<file path="config.mk">
export PLATFORM = sky130hd
export DESIGN_NAME = thermal_monitor_latched_shutdown_flat
export DESIGN_NICKNAME = d
export VERILOG_FILES = /design/src/design/tmls_pkg.sv /design/src/design/tmls_if.sv /design/src/design/tmls_lane.sv /design/src/design/tmls_merge.sv /design/src/design/thermal_monitor_latched_shutdown.sv /design/src/flat_wrapper.sv
export VERILOG_INCLUDE_DIRS = /design/src /design/src/design
export SDC_FILE = /design/constraint.sdc
export NUM_CORES = 2
export LEC_CHECK = 0
export BUFFER_PORTS_ARGS = -buffer_cell sky130_fd_sc_hd__buf_2
export CAP_MARGIN = 20
export CORE_MARGIN = 4
export CORE_UTILIZATION = 55
export CTS_CLUSTER_DIAMETER = 80
export DETAILED_ROUTE_END_ITERATION = 12
export PLACE_DENSITY = 0.72
export SETUP_SLACK_MARGIN = 0.05
export SLEW_MARGIN = 20
export SYNTH_ARGS = -nofsm -noshare
export SYNTH_HDL_FRONTEND = slang
export SYNTH_SLANG_ARGS = --single-unit
</file>
<file path="constraint.sdc">
create_clock -name clk -period 23.5 [get_ports clk]
set_input_delay 2.35 -clock clk [delete_from_list [all_inputs] [get_ports clk]]
set_output_delay 2.35 -clock clk [all_outputs]
set_load 0.05 [all_outputs]
</file>
<file path="src/design/thermal_monitor_latched_shutdown_macros.svh">
// ----------------------------------------------------------------------------
// Thermal monitor assertion macros
// Shared concurrent assertion forms for the thermal monitor.
// ----------------------------------------------------------------------------
`ifndef THERMAL_MONITOR_LATCHED_SHUTDOWN_MACROS_SVH
`define THERMAL_MONITOR_LATCHED_SHUTDOWN_MACROS_SVH

// same-cycle implication
`define TMLS_ASSERT_NOW(label, ante, cons, msg) \
    label: assert property (@(posedge clk) disable iff (!rst_n) (ante) |-> (cons)) \
        else $error(msg);

// next-cycle implication
`define TMLS_ASSERT_NEXT(label, ante, cons, msg) \
    label: assert property (@(posedge clk) disable iff (!rst_n) (ante) |=> (cons)) \
        else $error(msg);

`endif

</file>
<file path="src/design/tmls_pkg.sv">
// ----------------------------------------------------------------------------
// Thermal monitor package
// Fixed widths, constants, codes and control structs of the thermal monitor.
// ----------------------------------------------------------------------------
package tmls_pkg;

    localparam int SAMPLE_W   = 10;
    localparam int TEMP_OUT_W = 17;
    localparam int LEVEL_W    = 17;
    localparam int GAIN_W     = 9;
    localparam int EVENT_W    = 2;
    localparam int REG_IDX_W  = 2;

    localparam int ADC_FULL   = 1023;   // 2**SAMPLE_W - 1
    localparam int FULL_DEG   = 330;    // degrees at full scale
    localparam int START_DEG  = 25;
    localparam int GAIN_MAX   = 256;
    localparam int GAIN_SHIFT = 8;      // gain is in 1/256 units

    localparam logic [LEVEL_W-1:0] WARN_RESET = 17'd15360;
    localparam logic [LEVEL_W-1:0] CRIT_RESET = 17'd17920;
    localparam logic [GAIN_W-1:0]  GAIN_RESET = 9'd51;

    localparam logic [REG_IDX_W-1:0] REG_WARNING  = 2'd0;
    localparam logic [REG_IDX_W-1:0] REG_CRITICAL = 2'd1;
    localparam logic [REG_IDX_W-1:0] REG_GAIN     = 2'd2;

    typedef enum logic [EVENT_W-1:0] {
        EV_NONE         = 2'd0,
        EV_WARNING      = 2'd1,
        EV_SHUTDOWN     = 2'd2,
        EV_MANUAL_RESET = 2'd3
    } event_t;

    typedef enum logic [2:0] {
        ST_IDLE,
        ST_SCALE,
        ST_RECIP,
        ST_FIX,
        ST_MUL,
        ST_ACC,
        ST_DECIDE
    } seq_state_t;

    typedef struct packed {
        logic load;
        logic scale;
        logic recip;
        logic fix;
        logic mul;
        logic acc;
    } lane_ctrl_t;

    typedef struct packed {
        logic load;
        logic decide;
    } merge_ctrl_t;

endpackage

</file>
<file path="src/design/tmls_if.sv">
// ----------------------------------------------------------------------------
// Thermal monitor channels
// Valid/ready channels for sample items and result items.
// ----------------------------------------------------------------------------
interface tmls_in_if;
    import tmls_pkg::*;

    logic                valid;
    logic                ready;
    logic [SAMPLE_W-1:0] servo_sample;
    logic [SAMPLE_W-1:0] battery_sample;
    logic [SAMPLE_W-1:0] buck_sample;
    logic                reset_pressed;

    modport source (
        output valid, servo_sample, battery_sample, buck_sample, reset_pressed,
        input  ready
    );
    modport sink (
        input  valid, servo_sample, battery_sample, buck_sample, reset_pressed,
        output ready
    );
endinterface

interface tmls_out_if;
    import tmls_pkg::*;

    logic                  valid;
    logic                  ready;
    logic [TEMP_OUT_W-1:0] servo_temp;
    logic [TEMP_OUT_W-1:0] battery_temp;
    logic [TEMP_OUT_W-1:0] buck_temp;
    logic [EVENT_W-1:0]    event_code;
    logic                  shutdown_latched;
    logic                  servo_enable;

    modport source (
        output valid, servo_temp, battery_temp, buck_temp, event_code,
               shutdown_latched, servo_enable,
        input  ready
    );
    modport sink (
        input  valid, servo_temp, battery_temp, buck_temp, event_code,
               shutdown_latched, servo_enable,
        output ready
    );
endinterface

</file>
<file path="src/design/tmls_lane.sv">
// ----------------------------------------------------------------------------
// Thermal monitor filter lane
// ADC code to Q.FRAC_BITS degrees by reciprocal multiply, then one step of
// the exponential filter. One stage per sequencer step.
// ----------------------------------------------------------------------------
module tmls_lane #(
    parameter int FRAC_BITS = 8
) (
    input  logic                           clk,
    input  logic                           rst_n,
    input  tmls_pkg::lane_ctrl_t           ctrl,
    input  logic [tmls_pkg::SAMPLE_W-1:0]  raw,
    input  logic [tmls_pkg::GAIN_W-1:0]    gain,
    output logic [FRAC_BITS+8:0]           filt
);
    import tmls_pkg::*;

    localparam int TW = FRAC_BITS + 9;          // holds 330 << FRAC_BITS
    localparam int XW = TW + SAMPLE_W;          // raw * full scale
    localparam int MW = XW - 9;                 // reciprocal width
    localparam int PW = XW + MW;
    localparam int RW = SAMPLE_W + 1;           // remainder < 2 * 1023
    localparam int GW = GAIN_W + TW;

    localparam logic [TW-1:0] FULL_SCALE = TW'(FULL_DEG << FRAC_BITS);
    localparam logic [TW-1:0] START_TEMP = TW'(START_DEG << FRAC_BITS);
    localparam longint unsigned RECIP_L  = (64'd1 << XW) / 64'(ADC_FULL);
    localparam logic [MW-1:0] RECIP      = MW'(RECIP_L);

    logic [SAMPLE_W-1:0] raw_reg;
    logic [XW-1:0]       x_reg, x_next;
    logic [TW-1:0]       q0_reg, q0_next;
    logic [TW-1:0]       t_reg, t_next;
    logic [GW-1:0]       prod_reg, prod_next;
    logic                ge_reg, ge_next;
    logic [TW-1:0]       f_reg, f_next;

    logic [PW-1:0] recip_prod;
    logic [XW-1:0] q_times;
    logic [RW-1:0] rem;
    logic [TW-1:0] mag;
    logic [GW-1:0] prod_rnd;

    always_comb
    begin
        x_next     = XW'(raw_reg) * XW'(FULL_SCALE);
        recip_prod = PW'(x_reg) * PW'(RECIP);
        q0_next    = recip_prod[XW +: TW];

        // q0 is low by at most one: fix from the remainder x - q0*1023
        q_times = (XW'(q0_reg) << SAMPLE_W) - XW'(q0_reg);
        rem     = x_reg[RW-1:0] - q_times[RW-1:0];
        t_next  = q0_reg + TW'(rem >= RW'(ADC_FULL));

        ge_next   = (t_reg >= f_reg);
        mag       = ge_next ? (t_reg - f_reg) : (f_reg - t_reg);
        prod_next = GW'(gain) * GW'(mag);

        // falling: round the step magnitude up, i.e. floor of a negative value
        prod_rnd = prod_reg + GW'((1 << GAIN_SHIFT) - 1);
        if (ge_reg)
        begin
            f_next = f_reg + prod_reg[GAIN_SHIFT +: TW];
        end
        else
        begin
            f_next = f_reg - prod_rnd[GAIN_SHIFT +: TW];
        end
    end

    always_ff @(posedge clk)
    begin
        if (ctrl.load)
        begin
            raw_reg <= raw;
        end
        if (ctrl.scale)
        begin
            x_reg <= x_next;
        end
        if (ctrl.recip)
        begin
            q0_reg <= q0_next;
        end
        if (ctrl.fix)
        begin
            t_reg <= t_next;
        end
        if (ctrl.mul)
        begin
            prod_reg <= prod_next;
            ge_reg   <= ge_next;
        end
    end

    always_ff @(posedge clk or negedge rst_n)
    begin
        if (!rst_n)
        begin
            f_reg <= START_TEMP;
        end
        else if (ctrl.acc)
        begin
            f_reg <= f_next;
        end
    end

    assign filt = f_reg;

endmodule

</file>
<file path="src/design/tmls_merge.sv">
// ----------------------------------------------------------------------------
// Thermal monitor merge stage
// Maximum of the three filtered lanes, threshold checks, shutdown latch and
// the result register.
// ----------------------------------------------------------------------------
module tmls_merge #(
    parameter int FRAC_BITS = 8
) (
    input  logic                             clk,
    input  logic                             rst_n,
    input  tmls_pkg::merge_ctrl_t            ctrl,
    input  logic                             button,
    input  logic [tmls_pkg::LEVEL_W-1:0]     warn_level,
    input  logic [tmls_pkg::LEVEL_W-1:0]     crit_level,
    input  logic [FRAC_BITS+8:0]             servo_filt,
    input  logic [FRAC_BITS+8:0]             battery_filt,
    input  logic [FRAC_BITS+8:0]             buck_filt,
    output logic [tmls_pkg::TEMP_OUT_W-1:0]  servo_temp,
    output logic [tmls_pkg::TEMP_OUT_W-1:0]  battery_temp,
    output logic [tmls_pkg::TEMP_OUT_W-1:0]  buck_temp,
    output tmls_pkg::event_t                 event_code,
    output logic                             latched,
    output logic                             enabled
);
    import tmls_pkg::*;

    localparam int TW = FRAC_BITS + 9;
    localparam int CW = TW + LEVEL_W;          // common compare width
    localparam int EW = TW + TEMP_OUT_W;

    logic button_reg;
    logic latch_reg, latch_next;
    logic enable_reg, enable_next;
    event_t event_reg, event_next;
    logic [TEMP_OUT_W-1:0] servo_reg, battery_reg, buck_reg;

    logic [TW-1:0] max_sb, max_all;
    logic [CW-1:0] max_ext;
    logic [EW-1:0] servo_ext, battery_ext, buck_ext;

    always_comb
    begin
        max_sb  = (battery_filt > servo_filt) ? battery_filt : servo_filt;
        max_all = (buck_filt > max_sb) ? buck_filt : max_sb;
        max_ext = CW'(max_all);

        latch_next  = latch_reg;
        enable_next = enable_reg;
        event_next  = EV_NONE;
        if (latch_reg)
        begin
            if (button_reg)
            begin
                latch_next  = 1'b0;
                enable_next = 1'b1;
                event_next  = EV_MANUAL_RESET;
            end
        end
        else if (max_ext >= CW'(crit_level))
        begin
            latch_next  = 1'b1;
            enable_next = 1'b0;
            event_next  = EV_SHUTDOWN;
        end
        else if (max_ext >= CW'(warn_level))
        begin
            event_next = EV_WARNING;
        end

        servo_ext   = EW'(servo_filt);
        battery_ext = EW'(battery_filt);
        buck_ext    = EW'(buck_filt);
    end

    always_ff @(posedge clk or negedge rst_n)
    begin
        if (!rst_n)
        begin
            latch_reg  <= 1'b0;
            enable_reg <= 1'b0;
        end
        else if (ctrl.decide)
        begin
            latch_reg  <= latch_next;
            enable_reg <= enable_next;
        end
    end

    always_ff @(posedge clk)
    begin
        if (ctrl.load)
        begin
            button_reg <= button;
        end
        if (ctrl.decide)
        begin
            event_reg   <= event_next;
            servo_reg   <= servo_ext[TEMP_OUT_W-1:0];
            battery_reg <= battery_ext[TEMP_OUT_W-1:0];
            buck_reg    <= buck_ext[TEMP_OUT_W-1:0];
        end
    end

    assign servo_temp   = servo_reg;
    assign battery_temp = battery_reg;
    assign buck_temp    = buck_reg;
    assign event_code   = event_reg;
    assign latched      = latch_reg;
    assign enabled      = enable_reg;

endmodule

</file>
<file path="src/design/thermal_monitor_latched_shutdown.sv">
// ----------------------------------------------------------------------------
// Thermal monitor with latched over-temperature shutdown
// Three filtered temperature lanes, a merge stage with the shutdown latch,
// and a sequencer that steps one sample item through them.
// ----------------------------------------------------------------------------
//  channel     role    contents
//  sample_ch   sink    three ADC codes, reset button level
//  result_ch   source  three filtered temperatures, event, latch, enable
//  wr_*        write   warning level, critical level, filter gain
//
//  An item passes through the accept edge, then scale, reciprocal multiply,
//  remainder fix, gain multiply, filter update and decide, in that order.
//  The sequencer holds one item at a time; the next is taken the cycle
//  after its predecessor reaches the result register.
//  A stalled result waits in the result register; the decide step holds
//  until it is taken. Reset puts all filters at 25 degrees, servos disabled.
// ----------------------------------------------------------------------------
`include "thermal_monitor_latched_shutdown_macros.svh"

module thermal_monitor_latched_shutdown #(
    parameter int FRAC_BITS = 8
) (
    input  logic                             clk,
    input  logic                             rst_n,
    tmls_in_if.sink                          sample_ch,
    tmls_out_if.source                       result_ch,
    input  logic                             wr_en,
    input  logic [tmls_pkg::REG_IDX_W-1:0]   wr_index,
    input  logic [tmls_pkg::LEVEL_W-1:0]     wr_data
);
    import tmls_pkg::*;

    localparam int TW = FRAC_BITS + 9;

    seq_state_t state_reg, state_next;
    logic out_valid_reg, out_valid_next;
    logic [LEVEL_W-1:0] warn_reg, crit_reg;
    logic [GAIN_W-1:0]  gain_reg, gain_eff;

    lane_ctrl_t  lane_ctrl;
    merge_ctrl_t merge_ctrl;
    logic accept, fire;

    logic [TW-1:0] servo_filt, battery_filt, buck_filt;
    event_t event_out;

    // configuration
    always_ff @(posedge clk or negedge rst_n)
    begin
        if (!rst_n)
        begin
            warn_reg <= WARN_RESET;
            crit_reg <= CRIT_RESET;
            gain_reg <= GAIN_RESET;
        end
        else if (wr_en)
        begin
            case (wr_index)
                REG_WARNING:  warn_reg <= wr_data;
                REG_CRITICAL: crit_reg <= wr_data;
                REG_GAIN:     gain_reg <= wr_data[GAIN_W-1:0];
                default:      ;
            endcase
        end
    end

    assign gain_eff = (gain_reg > GAIN_W'(GAIN_MAX)) ? GAIN_W'(GAIN_MAX) : gain_reg;

    // sequencer
    always_ff @(posedge clk or negedge rst_n)
    begin
        if (!rst_n)
        begin
            state_reg     <= ST_IDLE;
            out_valid_reg <= 1'b0;
        end
        else
        begin
            state_reg     <= state_next;
            out_valid_reg <= out_valid_next;
        end
    end

    always_comb
    begin
        state_next = state_reg;
        lane_ctrl  = '0;
        merge_ctrl = '0;
        accept     = 1'b0;
        fire       = 1'b0;
        case (state_reg)
            ST_IDLE:
            begin
                accept = sample_ch.valid;
                if (sample_ch.valid)
                begin
                    lane_ctrl.load  = 1'b1;
                    merge_ctrl.load = 1'b1;
                    state_next      = ST_SCALE;
                end
            end
            ST_SCALE:
            begin
                lane_ctrl.scale = 1'b1;
                state_next      = ST_RECIP;
            end
            ST_RECIP:
            begin
                lane_ctrl.recip = 1'b1;
                state_next      = ST_FIX;
            end
            ST_FIX:
            begin
                lane_ctrl.fix = 1'b1;
                state_next    = ST_MUL;
            end
            ST_MUL:
            begin
                lane_ctrl.mul = 1'b1;
                state_next    = ST_ACC;
            end
            ST_ACC:
            begin
                lane_ctrl.acc = 1'b1;
                state_next    = ST_DECIDE;
            end
            ST_DECIDE:
            begin
                if (!out_valid_reg || result_ch.ready)
                begin
                    fire              = 1'b1;
                    merge_ctrl.decide = 1'b1;
                    state_next        = ST_IDLE;
                end
            end
            default:
            begin
                state_next = ST_IDLE;
            end
        endcase
        out_valid_next = fire || (out_valid_reg && !result_ch.ready);
    end

    assign sample_ch.ready = (state_reg == ST_IDLE);

    tmls_lane #(.FRAC_BITS(FRAC_BITS)) u_lane_servo (
        .clk   (clk),
        .rst_n (rst_n),
        .ctrl  (lane_ctrl),
        .raw   (sample_ch.servo_sample),
        .gain  (gain_eff),
        .filt  (servo_filt)
    );

    tmls_lane #(.FRAC_BITS(FRAC_BITS)) u_lane_battery (
        .clk   (clk),
        .rst_n (rst_n),
        .ctrl  (lane_ctrl),
        .raw   (sample_ch.battery_sample),
        .gain  (gain_eff),
        .filt  (battery_filt)
    );

    tmls_lane #(.FRAC_BITS(FRAC_BITS)) u_lane_buck (
        .clk   (clk),
        .rst_n (rst_n),
        .ctrl  (lane_ctrl),
        .raw   (sample_ch.buck_sample),
        .gain  (gain_eff),
        .filt  (buck_filt)
    );

    tmls_merge #(.FRAC_BITS(FRAC_BITS)) u_merge (
        .clk          (clk),
        .rst_n        (rst_n),
        .ctrl         (merge_ctrl),
        .button       (sample_ch.reset_pressed),
        .warn_level   (warn_reg),
        .crit_level   (crit_reg),
        .servo_filt   (servo_filt),
        .battery_filt (battery_filt),
        .buck_filt    (buck_filt),
        .servo_temp   (result_ch.servo_temp),
        .battery_temp (result_ch.battery_temp),
        .buck_temp    (result_ch.buck_temp),
        .event_code   (event_out),
        .latched      (result_ch.shutdown_latched),
        .enabled      (result_ch.servo_enable)
    );

    assign result_ch.event_code = event_out;
    assign result_ch.valid      = out_valid_reg;

    // checks
    `TMLS_ASSERT_NOW(a_latch_disables, result_ch.valid, !(result_ch.shutdown_latched && result_ch.servo_enable), "servos enabled while shutdown latched")
    `TMLS_ASSERT_NOW(a_shutdown_latches, result_ch.valid && (event_out == EV_SHUTDOWN), result_ch.shutdown_latched, "shutdown event without latch")
    `TMLS_ASSERT_NOW(a_manual_enables, result_ch.valid && (event_out == EV_MANUAL_RESET), result_ch.servo_enable && !result_ch.shutdown_latched, "manual reset left latch set")
    `TMLS_ASSERT_NEXT(a_one_in_flight, accept, !sample_ch.ready && !fire, "second item taken while one in flight")

endmodule

</file>
<file path="src/flat_wrapper.sv">
// flat-port wrapper written by rule: the top's interface ports become plain ports
module thermal_monitor_latched_shutdown_flat import tmls_pkg::*;
#(
    parameter int FRAC_BITS = 8
)
  (clk, rst_n, wr_en, wr_index, wr_data, sample_ch_valid, sample_ch_servo_sample, sample_ch_battery_sample, sample_ch_buck_sample, sample_ch_reset_pressed, sample_ch_ready, result_ch_valid, result_ch_servo_temp, result_ch_battery_temp, result_ch_buck_temp, result_ch_event_code, result_ch_shutdown_latched, result_ch_servo_enable, result_ch_ready);
  tmls_in_if sample_ch_i ();
  tmls_out_if result_ch_i ();
  input  logic clk;
  input  logic rst_n;
  input  logic wr_en;
  input  logic [tmls_pkg::REG_IDX_W-1:0] wr_index;
  input  logic [tmls_pkg::LEVEL_W-1:0] wr_data;
  input wire logic [$bits(sample_ch_i.valid)-1:0] sample_ch_valid;
  input wire logic [$bits(sample_ch_i.servo_sample)-1:0] sample_ch_servo_sample;
  input wire logic [$bits(sample_ch_i.battery_sample)-1:0] sample_ch_battery_sample;
  input wire logic [$bits(sample_ch_i.buck_sample)-1:0] sample_ch_buck_sample;
  input wire logic [$bits(sample_ch_i.reset_pressed)-1:0] sample_ch_reset_pressed;
  output wire logic [$bits(sample_ch_i.ready)-1:0] sample_ch_ready;
  output wire logic [$bits(result_ch_i.valid)-1:0] result_ch_valid;
  output wire logic [$bits(result_ch_i.servo_temp)-1:0] result_ch_servo_temp;
  output wire logic [$bits(result_ch_i.battery_temp)-1:0] result_ch_battery_temp;
  output wire logic [$bits(result_ch_i.buck_temp)-1:0] result_ch_buck_temp;
  output wire logic [$bits(result_ch_i.event_code)-1:0] result_ch_event_code;
  output wire logic [$bits(result_ch_i.shutdown_latched)-1:0] result_ch_shutdown_latched;
  output wire logic [$bits(result_ch_i.servo_enable)-1:0] result_ch_servo_enable;
  input wire logic [$bits(result_ch_i.ready)-1:0] result_ch_ready;
  assign sample_ch_i.valid = sample_ch_valid;
  assign sample_ch_i.servo_sample = sample_ch_servo_sample;
  assign sample_ch_i.battery_sample = sample_ch_battery_sample;
  assign sample_ch_i.buck_sample = sample_ch_buck_sample;
  assign sample_ch_i.reset_pressed = sample_ch_reset_pressed;
  assign sample_ch_ready = sample_ch_i.ready;
  assign result_ch_valid = result_ch_i.valid;
  assign result_ch_servo_temp = result_ch_i.servo_temp;
  assign result_ch_battery_temp = result_ch_i.battery_temp;
  assign result_ch_buck_temp = result_ch_i.buck_temp;
  assign result_ch_event_code = result_ch_i.event_code;
  assign result_ch_shutdown_latched = result_ch_i.shutdown_latched;
  assign result_ch_servo_enable = result_ch_i.servo_enable;
  assign result_ch_i.ready = result_ch_ready;
  thermal_monitor_latched_shutdown #(.FRAC_BITS(FRAC_BITS)) u_core (.clk(clk), .rst_n(rst_n), .sample_ch(sample_ch_i), .result_ch(result_ch_i), .wr_en(wr_en), .wr_index(wr_index), .wr_data(wr_data));
endmodule
</file>
Word level (Yosys, flattened, before mapping)
Cells that the tools add are included.
{ "classes": {"n_reduce_logical": 13, "muxes": 31, "n_eq_ne": 11, "order_cmp": 11, "n_mul": 9, "add_sub_neg": 24} }
{ "op_table": {"columns": ["cell", "n"], "rows": [
  ["17-bit subtractor", 9],
  ["17-bit 2-to-1 mux", 8],
  ["17-bit >= comparator", 5],
  ["18-bit by 11-bit multiplier with 28-bit output, second input constant", 3],
  ["25-bit by 8-bit adder with 25-bit output, second input constant", 3],
  ["9-bit by 17-bit multiplier with 25-bit output", 3],
  ["11-bit subtractor", 6],
  ["10-bit by 8-bit multiplier with 18-bit output, second input constant", 3],
  ["17-bit by 1-bit adder with 17-bit output", 3],
  ["17-bit adder", 3],
  ["17-bit > comparator", 2],
  ["11-bit by 10-bit >= comparator with 1-bit output, second input constant", 3],
  ["3-bit case mux with 7 select lines", 1],
  ["1-bit 2-to-1 mux", 16],
  ["3-bit equality test, second input constant", 3],
  ["9-bit > comparator, second input constant", 1],
  ["9-bit 2-to-1 mux", 1],
  ["2-bit AND reduction", 4],
  ["3-bit by 2-bit equality test with 1-bit output, second input constant", 2],
  ["2-bit 2-to-1 mux", 3],
  ["3-bit 2-to-1 mux", 2],
  ["2-bit inequality test, second input constant", 2],
  ["3-bit by 1-bit equality test with 1-bit output, second input constant", 1],
  ["3-bit logical NOT", 1],
  ["other kinds (9)", 11]
]} }
{ "word_totals": {"wordCells": 132, "output_inout_bits": 57, "reg_bits": 418, "in_bits": 55} }

Logic depth before layout (Yosys ltp)
{ "depth": {"ltp_word": 8, "depth_mapped": 39} }

Modules after synthesis
Synthesis repeated with hierarchy kept, for this count alone.
{ "hier_totals": {"cells_unflattened": 4827, "area_unflattened_um2": 46851.2} }
{ "by_module_without_submodules": {"columns": ["mod", "cells_each", "n_inst", "area_per_inst_um2"], "rows": [
  ["tmls_lane (u_core.u_lane_buck)", 1545, 1, 14223.6],
  ["tmls_lane (u_core.u_lane_battery)", 1424, 1, 13492.9],
  ["tmls_lane (u_core.u_lane_servo)", 1392, 1, 13414.1],
  ["tmls_merge", 339, 1, 3813.7],
  ["thermal_monitor_latched_shutdown", 127, 1, 1906.8]
]} }

Worst setup path before layout
Ideal clock, no wire load.
{ "synth_timing": {"path_type": "reg2reg", "start": "register u_core.u_lane_servo.f_reg[8] (netlist: u_core.u_lane_servo.filt[8])", "end": "register u_core.u_lane_servo.prod_reg[24], data pin", "t_arrival_ns": 7.712, "n_path_buf": 2, "path_stages_with_launch": 31, "setup_time_ns": 0.268, "t_required_ns": 23.232, "slack_ns": 15.520, "cell_sequence": "dfstp_2 ha_1 clkbuf_1 and4_1 nor2b_1 a21o_1 a21o_1 or3_1 nor3_2 or2_2 buf_2 a21o_1 or3b_2 o211ai_1 nand2_1 fa_1 inv_1 fa_1 fa_1 inv_1 fa_1 inv_1 ha_1 and3_1 or3b_2 a31oi_1 a21oi_1 o21bai_1 nand2_1 a31oi_1 xnor3_1"} }
{ "synth_via": {"elab_chain_cells": 3, "elab_cells_between_ends": 5, "classes_between": "add/sub: 2; mul: 1; order compare: 1; mux: 1"} }
{ "synth_rtl": {"columns": ["item", "line", "source"], "rows": [
  ["start, declared", "tmls_lane.sv:36", "logic [TW-1:0] f_reg, f_next;"],
  ["start signal, assigned", "tmls_lane.sv:104", "f_reg <= f_next;"],
  ["17-bit subtractor / 17-bit >= comparator (equally long branches)", "tmls_lane.sv:56, tmls_lane.sv:55", null],
  ["17-bit 2-to-1 mux *", "tmls_lane.sv:56", "mag = ge_next ? (t_reg - f_reg) : (f_reg - t_reg);"],
  ["9-bit by 17-bit multiplier with 25-bit output *", "tmls_lane.sv:57", "prod_next = GW'(gain) * GW'(mag);"],
  ["named net u_core.u_lane_servo.prod_next[24]", "tmls_lane.sv:34", "logic [GW-1:0] prod_reg, prod_next;"],
  ["end signal, assigned", "tmls_lane.sv:91", "prod_reg <= prod_next;"],
  ["end, declared", "tmls_lane.sv:34", null]
]} }
The timed path passes the listed nets; every way through them passes the cells marked *.
A chain may end at the register's enable or synchronous reset.

Final worst setup path
{ "layout_timing": {"start": "register u_core.u_lane_battery.f_reg[9] (netlist: u_core.u_lane_battery.filt[9])", "end": "register u_core.u_lane_battery.prod_reg[24], data pin"} }
{ "layout_via": {"elab_chain_cells": 3, "elab_cells_between_ends": 5, "classes_between": "add/sub: 2; mul: 1; order compare: 1; mux: 1"} }
{ "layout_rtl": {"columns": ["item", "line"], "rows": [
  ["start, declared", "tmls_lane.sv:36"],
  ["start signal, assigned", "tmls_lane.sv:104"],
  ["17-bit subtractor / 17-bit >= comparator (equally long branches)", "tmls_lane.sv:56, tmls_lane.sv:55"],
  ["17-bit 2-to-1 mux *", "tmls_lane.sv:56"],
  ["9-bit by 17-bit multiplier with 25-bit output *", "tmls_lane.sv:57"],
  ["named net u_core.u_lane_battery.prod_next[24]", "tmls_lane.sv:34"],
  ["end signal, assigned", "tmls_lane.sv:91"],
  ["end, declared", "tmls_lane.sv:34"]
]} }
Marked as above.

==> reports/qor.yml <==
job:
  cap_violations: 0
synth:
  synth-edff-count: 318
  ys_types: 79
  syn_nets: 5725
  yosys_warnings: 0
  syn_inst: 4689
  yosysTopAreaCell: "edfxtp_1"
  synth_area_leaders: "edfxtp_1 21%, ha_1 17%, fa_1 16%, inv_1 6.5%, dfrtp_1 4.5%"
  synth_top_area_share_pct: 21.3
  ys_seq_area_share_pct: 26.9
  synth-seq-cells: 418
  netlist_area_mm2: 0.0449
  avgSynthCellArea_um2: 9.57
  async_flop_share_pct: 23.9
  ys.flop_type: "edfxtp_1"
route:
  drt-pass1-iter-count: 6
  vias: 33000
  drc: 0
  vias_per_cell: 5.62
  postRouteAntennaNets: 0
  drtIter0Drc: 2622
  routed_wl_mm: 108
  wl_per_cell_um: 18.4
timing:
  worst_pin_slew_ns: 1.09
  holdWs_ns: 0.504
  hold_viol: 0
  drv_slew: 0
  finalSetupViolations: 0
  rsz0062_at_grt: "false"
  tns_ns: 0
  period_share_pct: 40.0
  clock_skew_ns: 0.0212
  maxSlewHeadroom_pct: 26.8
  fmax_mhz: 106
  post-route-min-period_ns: 9.40
clocking:
  clk_latency_ns: 0.62
  post_cts.repair.setup_buffers: 0
  post_cts_resized: 0
  clk_pin_slew_ns: 0.06
  numCtsBuffers: 51
  cts_hold_buffers: 0
  tritoncts: "done"
  cts_sinks: 418
  clock_path_buffers: 3
  htreeDepth: 2
  cts-root-buf: "clkbuf_16"
finish:
  finalNetCount: 5813
  stdcell_count: 5879
  drive_above_1_share_pct: 7.33
  fin_util_pct: 60.0
  insertedDiodeCount: 0
  fillers: 6810
  syn_to_final_growth_pct: 7.94
floorplan:
  pin_count: 112
  rows: 104
  die_w_um: 294
  die_height_um: 294
  start_util_pct: 55.6
  dieArea_mm2: 0.0862
  core_mm2: 0.0807
global_routing:
  antenna_found_initial: 3
  grt_pass1_vias: 33000
  grt_overflow: 0
  grt_max_degree: 66
  grt_pass1_wl_mm: 173
  grt_use_total_pct: 25.3
setup_path:
  crit_type: "reg -> reg"
  cp_data_required_time_ns: 23.85
  cp.arrival_ns: 9.76
  cpMaxStageDelayCell: "xor2_1"
  cp-start-kind: "flip-flop"
  cp-end-kind: "flip-flop"
  critical_path.max_fanout: 23
  slowest_delay_ns: 0.63
worst_hold_path:
  hp-class: "reg -> reg"
placed_design:
  dp.final_hpwl_mm: 85.7
  placed_cells: 5784
  numPortBuffers: 111
  place_congestion: 0.910
run_status:
  status: "complete, no violations"
-- per-stage QoR --
stage,instance area [um2],setup WS [ns]
after floorplan,44900,15.52
after global placement,46700,14.15
after detailed placement,46700,14.07
after CTS,48400,13.99
after global routing,48400,13.49
final,48400,14.10
-- layout make-up --
cell class | count | area [um2] | share of cell area, %
clock buffers | 65 | 1380 | 2.85
clock inverters | 30 | 363 | 0.749
inverters | 773 | 2900 | 6.00
multi-input cells | 3385 | 29500 | 61.0
flip-flops and latches | 418 | 12100 | 24.9
well taps | 1060 | 1330 | 2.74
repair buffers | 148 | 836 | 1.73
-- cells in the final DEF, fill, tap and decap left out, types with 16 or more instances in the layout --
cell type | netlist | final
a211oi_1 | 25 | 25
a21o_1 | 101 | 101
a21oi_1 | 216 | 216
a31oi_1 | 20 | 20
and2_1 | 93 | 93
and3_1 | 34 | 33
buf_2 | 4 | 110
buf_4 | 0 | 38
clkbuf_16 | 0 | 52
dfrtp_1 | 80 | 79
dfstp_2 | 20 | 20
edfxtp_1 | 318 | 318
fa_1 | 357 | 357
ha_1 | 624 | 624
inv_1 | 771 | 771
mux2_2 | 45 | 45
mux2i_1 | 36 | 36
nand2_1 | 423 | 423
nand2b_1 | 49 | 49
nand3_1 | 52 | 52
nand4_1 | 27 | 27
nor2_1 | 324 | 321
nor2b_1 | 50 | 42
nor3_1 | 74 | 72
nor4_1 | 16 | 16
o21a_1 | 55 | 55
o21ai_0 | 167 | 167
o21bai_1 | 41 | 41
or2_2 | 23 | 23
or3_1 | 18 | 18
xnor2_1 | 224 | 224
xor2_1 | 127 | 127
-- synth_stat cells (8+ instances only) --
| cell | number |
|---|---|
| o21a_1 | 55 |
| clkbuf_1 | 106 |
| mux2i_1 | 36 |
| nor4_1 | 16 |
| a31oi_1 | 20 |
| or4_1 | 9 |
| o21bai_1 | 41 |
| ha_1 | 624 |
| xor2_1 | 127 |
| xnor2_1 | 224 |
| a211oi_1 | 25 |
| fa_1 | 357 |
| a21o_1 | 101 |
| nand2_1 | 423 |
| inv_1 | 771 |
| o31ai_1 | 8 |
| and2_1 | 93 |
| edfxtp_1 | 318 |
| o41ai_1 | 14 |
| and4_1 | 9 |
| dfstp_2 | 20 |
| and3_1 | 34 |
| or2_2 | 23 |
| nand4_1 | 27 |
| dfrtp_1 | 80 |
| nand2b_1 | 49 |
| or3_1 | 18 |
| nor3_1 | 74 |
| nor2b_1 | 50 |
| mux2_2 | 45 |
| o21ai_0 | 167 |
| a311oi_1 | 12 |
| a21oi_1 | 216 |
| nand3_1 | 52 |
| nor2_1 | 324 |
-- critical path, delay by kind of cell (launching register included) --
family	cells	cell delay (ns)
simple gates	4	0.84
mux	1	0.29
flops	1	0.43
fa+ha+maj	6	2.84
xor+xnor	2	0.72
compound gates	13	3.85
buf+inv	3	0.15
-- layer usage --
layer / part of all wire (%) / up-vias / global-route usage [%]
li1: - / 15800 / -
met1: 43 / 16000 / 34.0
met2: 45 / 1034 / 40.9
met3: 8.4 / 243 / 5.31
met4: 4.0 / 4 / 8.91
met5: 0.025 / - / 0
-- kinds of logic (layout without fill, tap and decap cells) --
kind of cell | Yosys count | count (layout) | synth area share, %
XOR/XNOR | 356 | 356 | 7.06
multiplexers | 82 | 82 | 1.98
adder cells (fa/ha/maj) | 981 | 981 | 33.3
AND/OR/NAND/NOR | 1220 | 1220 | 12.6
flip-flops | 418 | 418 | 26.9
buffers and inverters | 886 | 1016 | 7.43
AO/OA/AOI/OAI | 746 | 746 | 10.6
-- path summary, 6_finish.rpt --
check | slack, ns | start | end | cells past startpoint
worst max register to register | 14.10 | u_core.u_lane_battery.filt[9] | u_core.u_lane_battery.prod_reg[24] | 29
worst min-delay path | 0.50 | u_core.u_lane_battery.raw_reg[0] | u_core.u_lane_battery.x_reg[9] | 0
min in group asynchronous | 1.76 | rst_n | u_core.u_lane_servo.filt[1] | 1
max in group asynchronous | 20.34 | rst_n | u_core.u_lane_battery.filt[4] | 2
worst max-delay path | 14.10 | u_core.u_lane_battery.filt[9] | u_core.u_lane_battery.prod_reg[24] | 29
worst min register to register | 0.50 | u_core.u_lane_battery.raw_reg[0] | u_core.u_lane_battery.x_reg[9] | 0
Power is not shown: default switching activity piles up to over one toggle a cycle in this logic, so the estimate is an artifact.
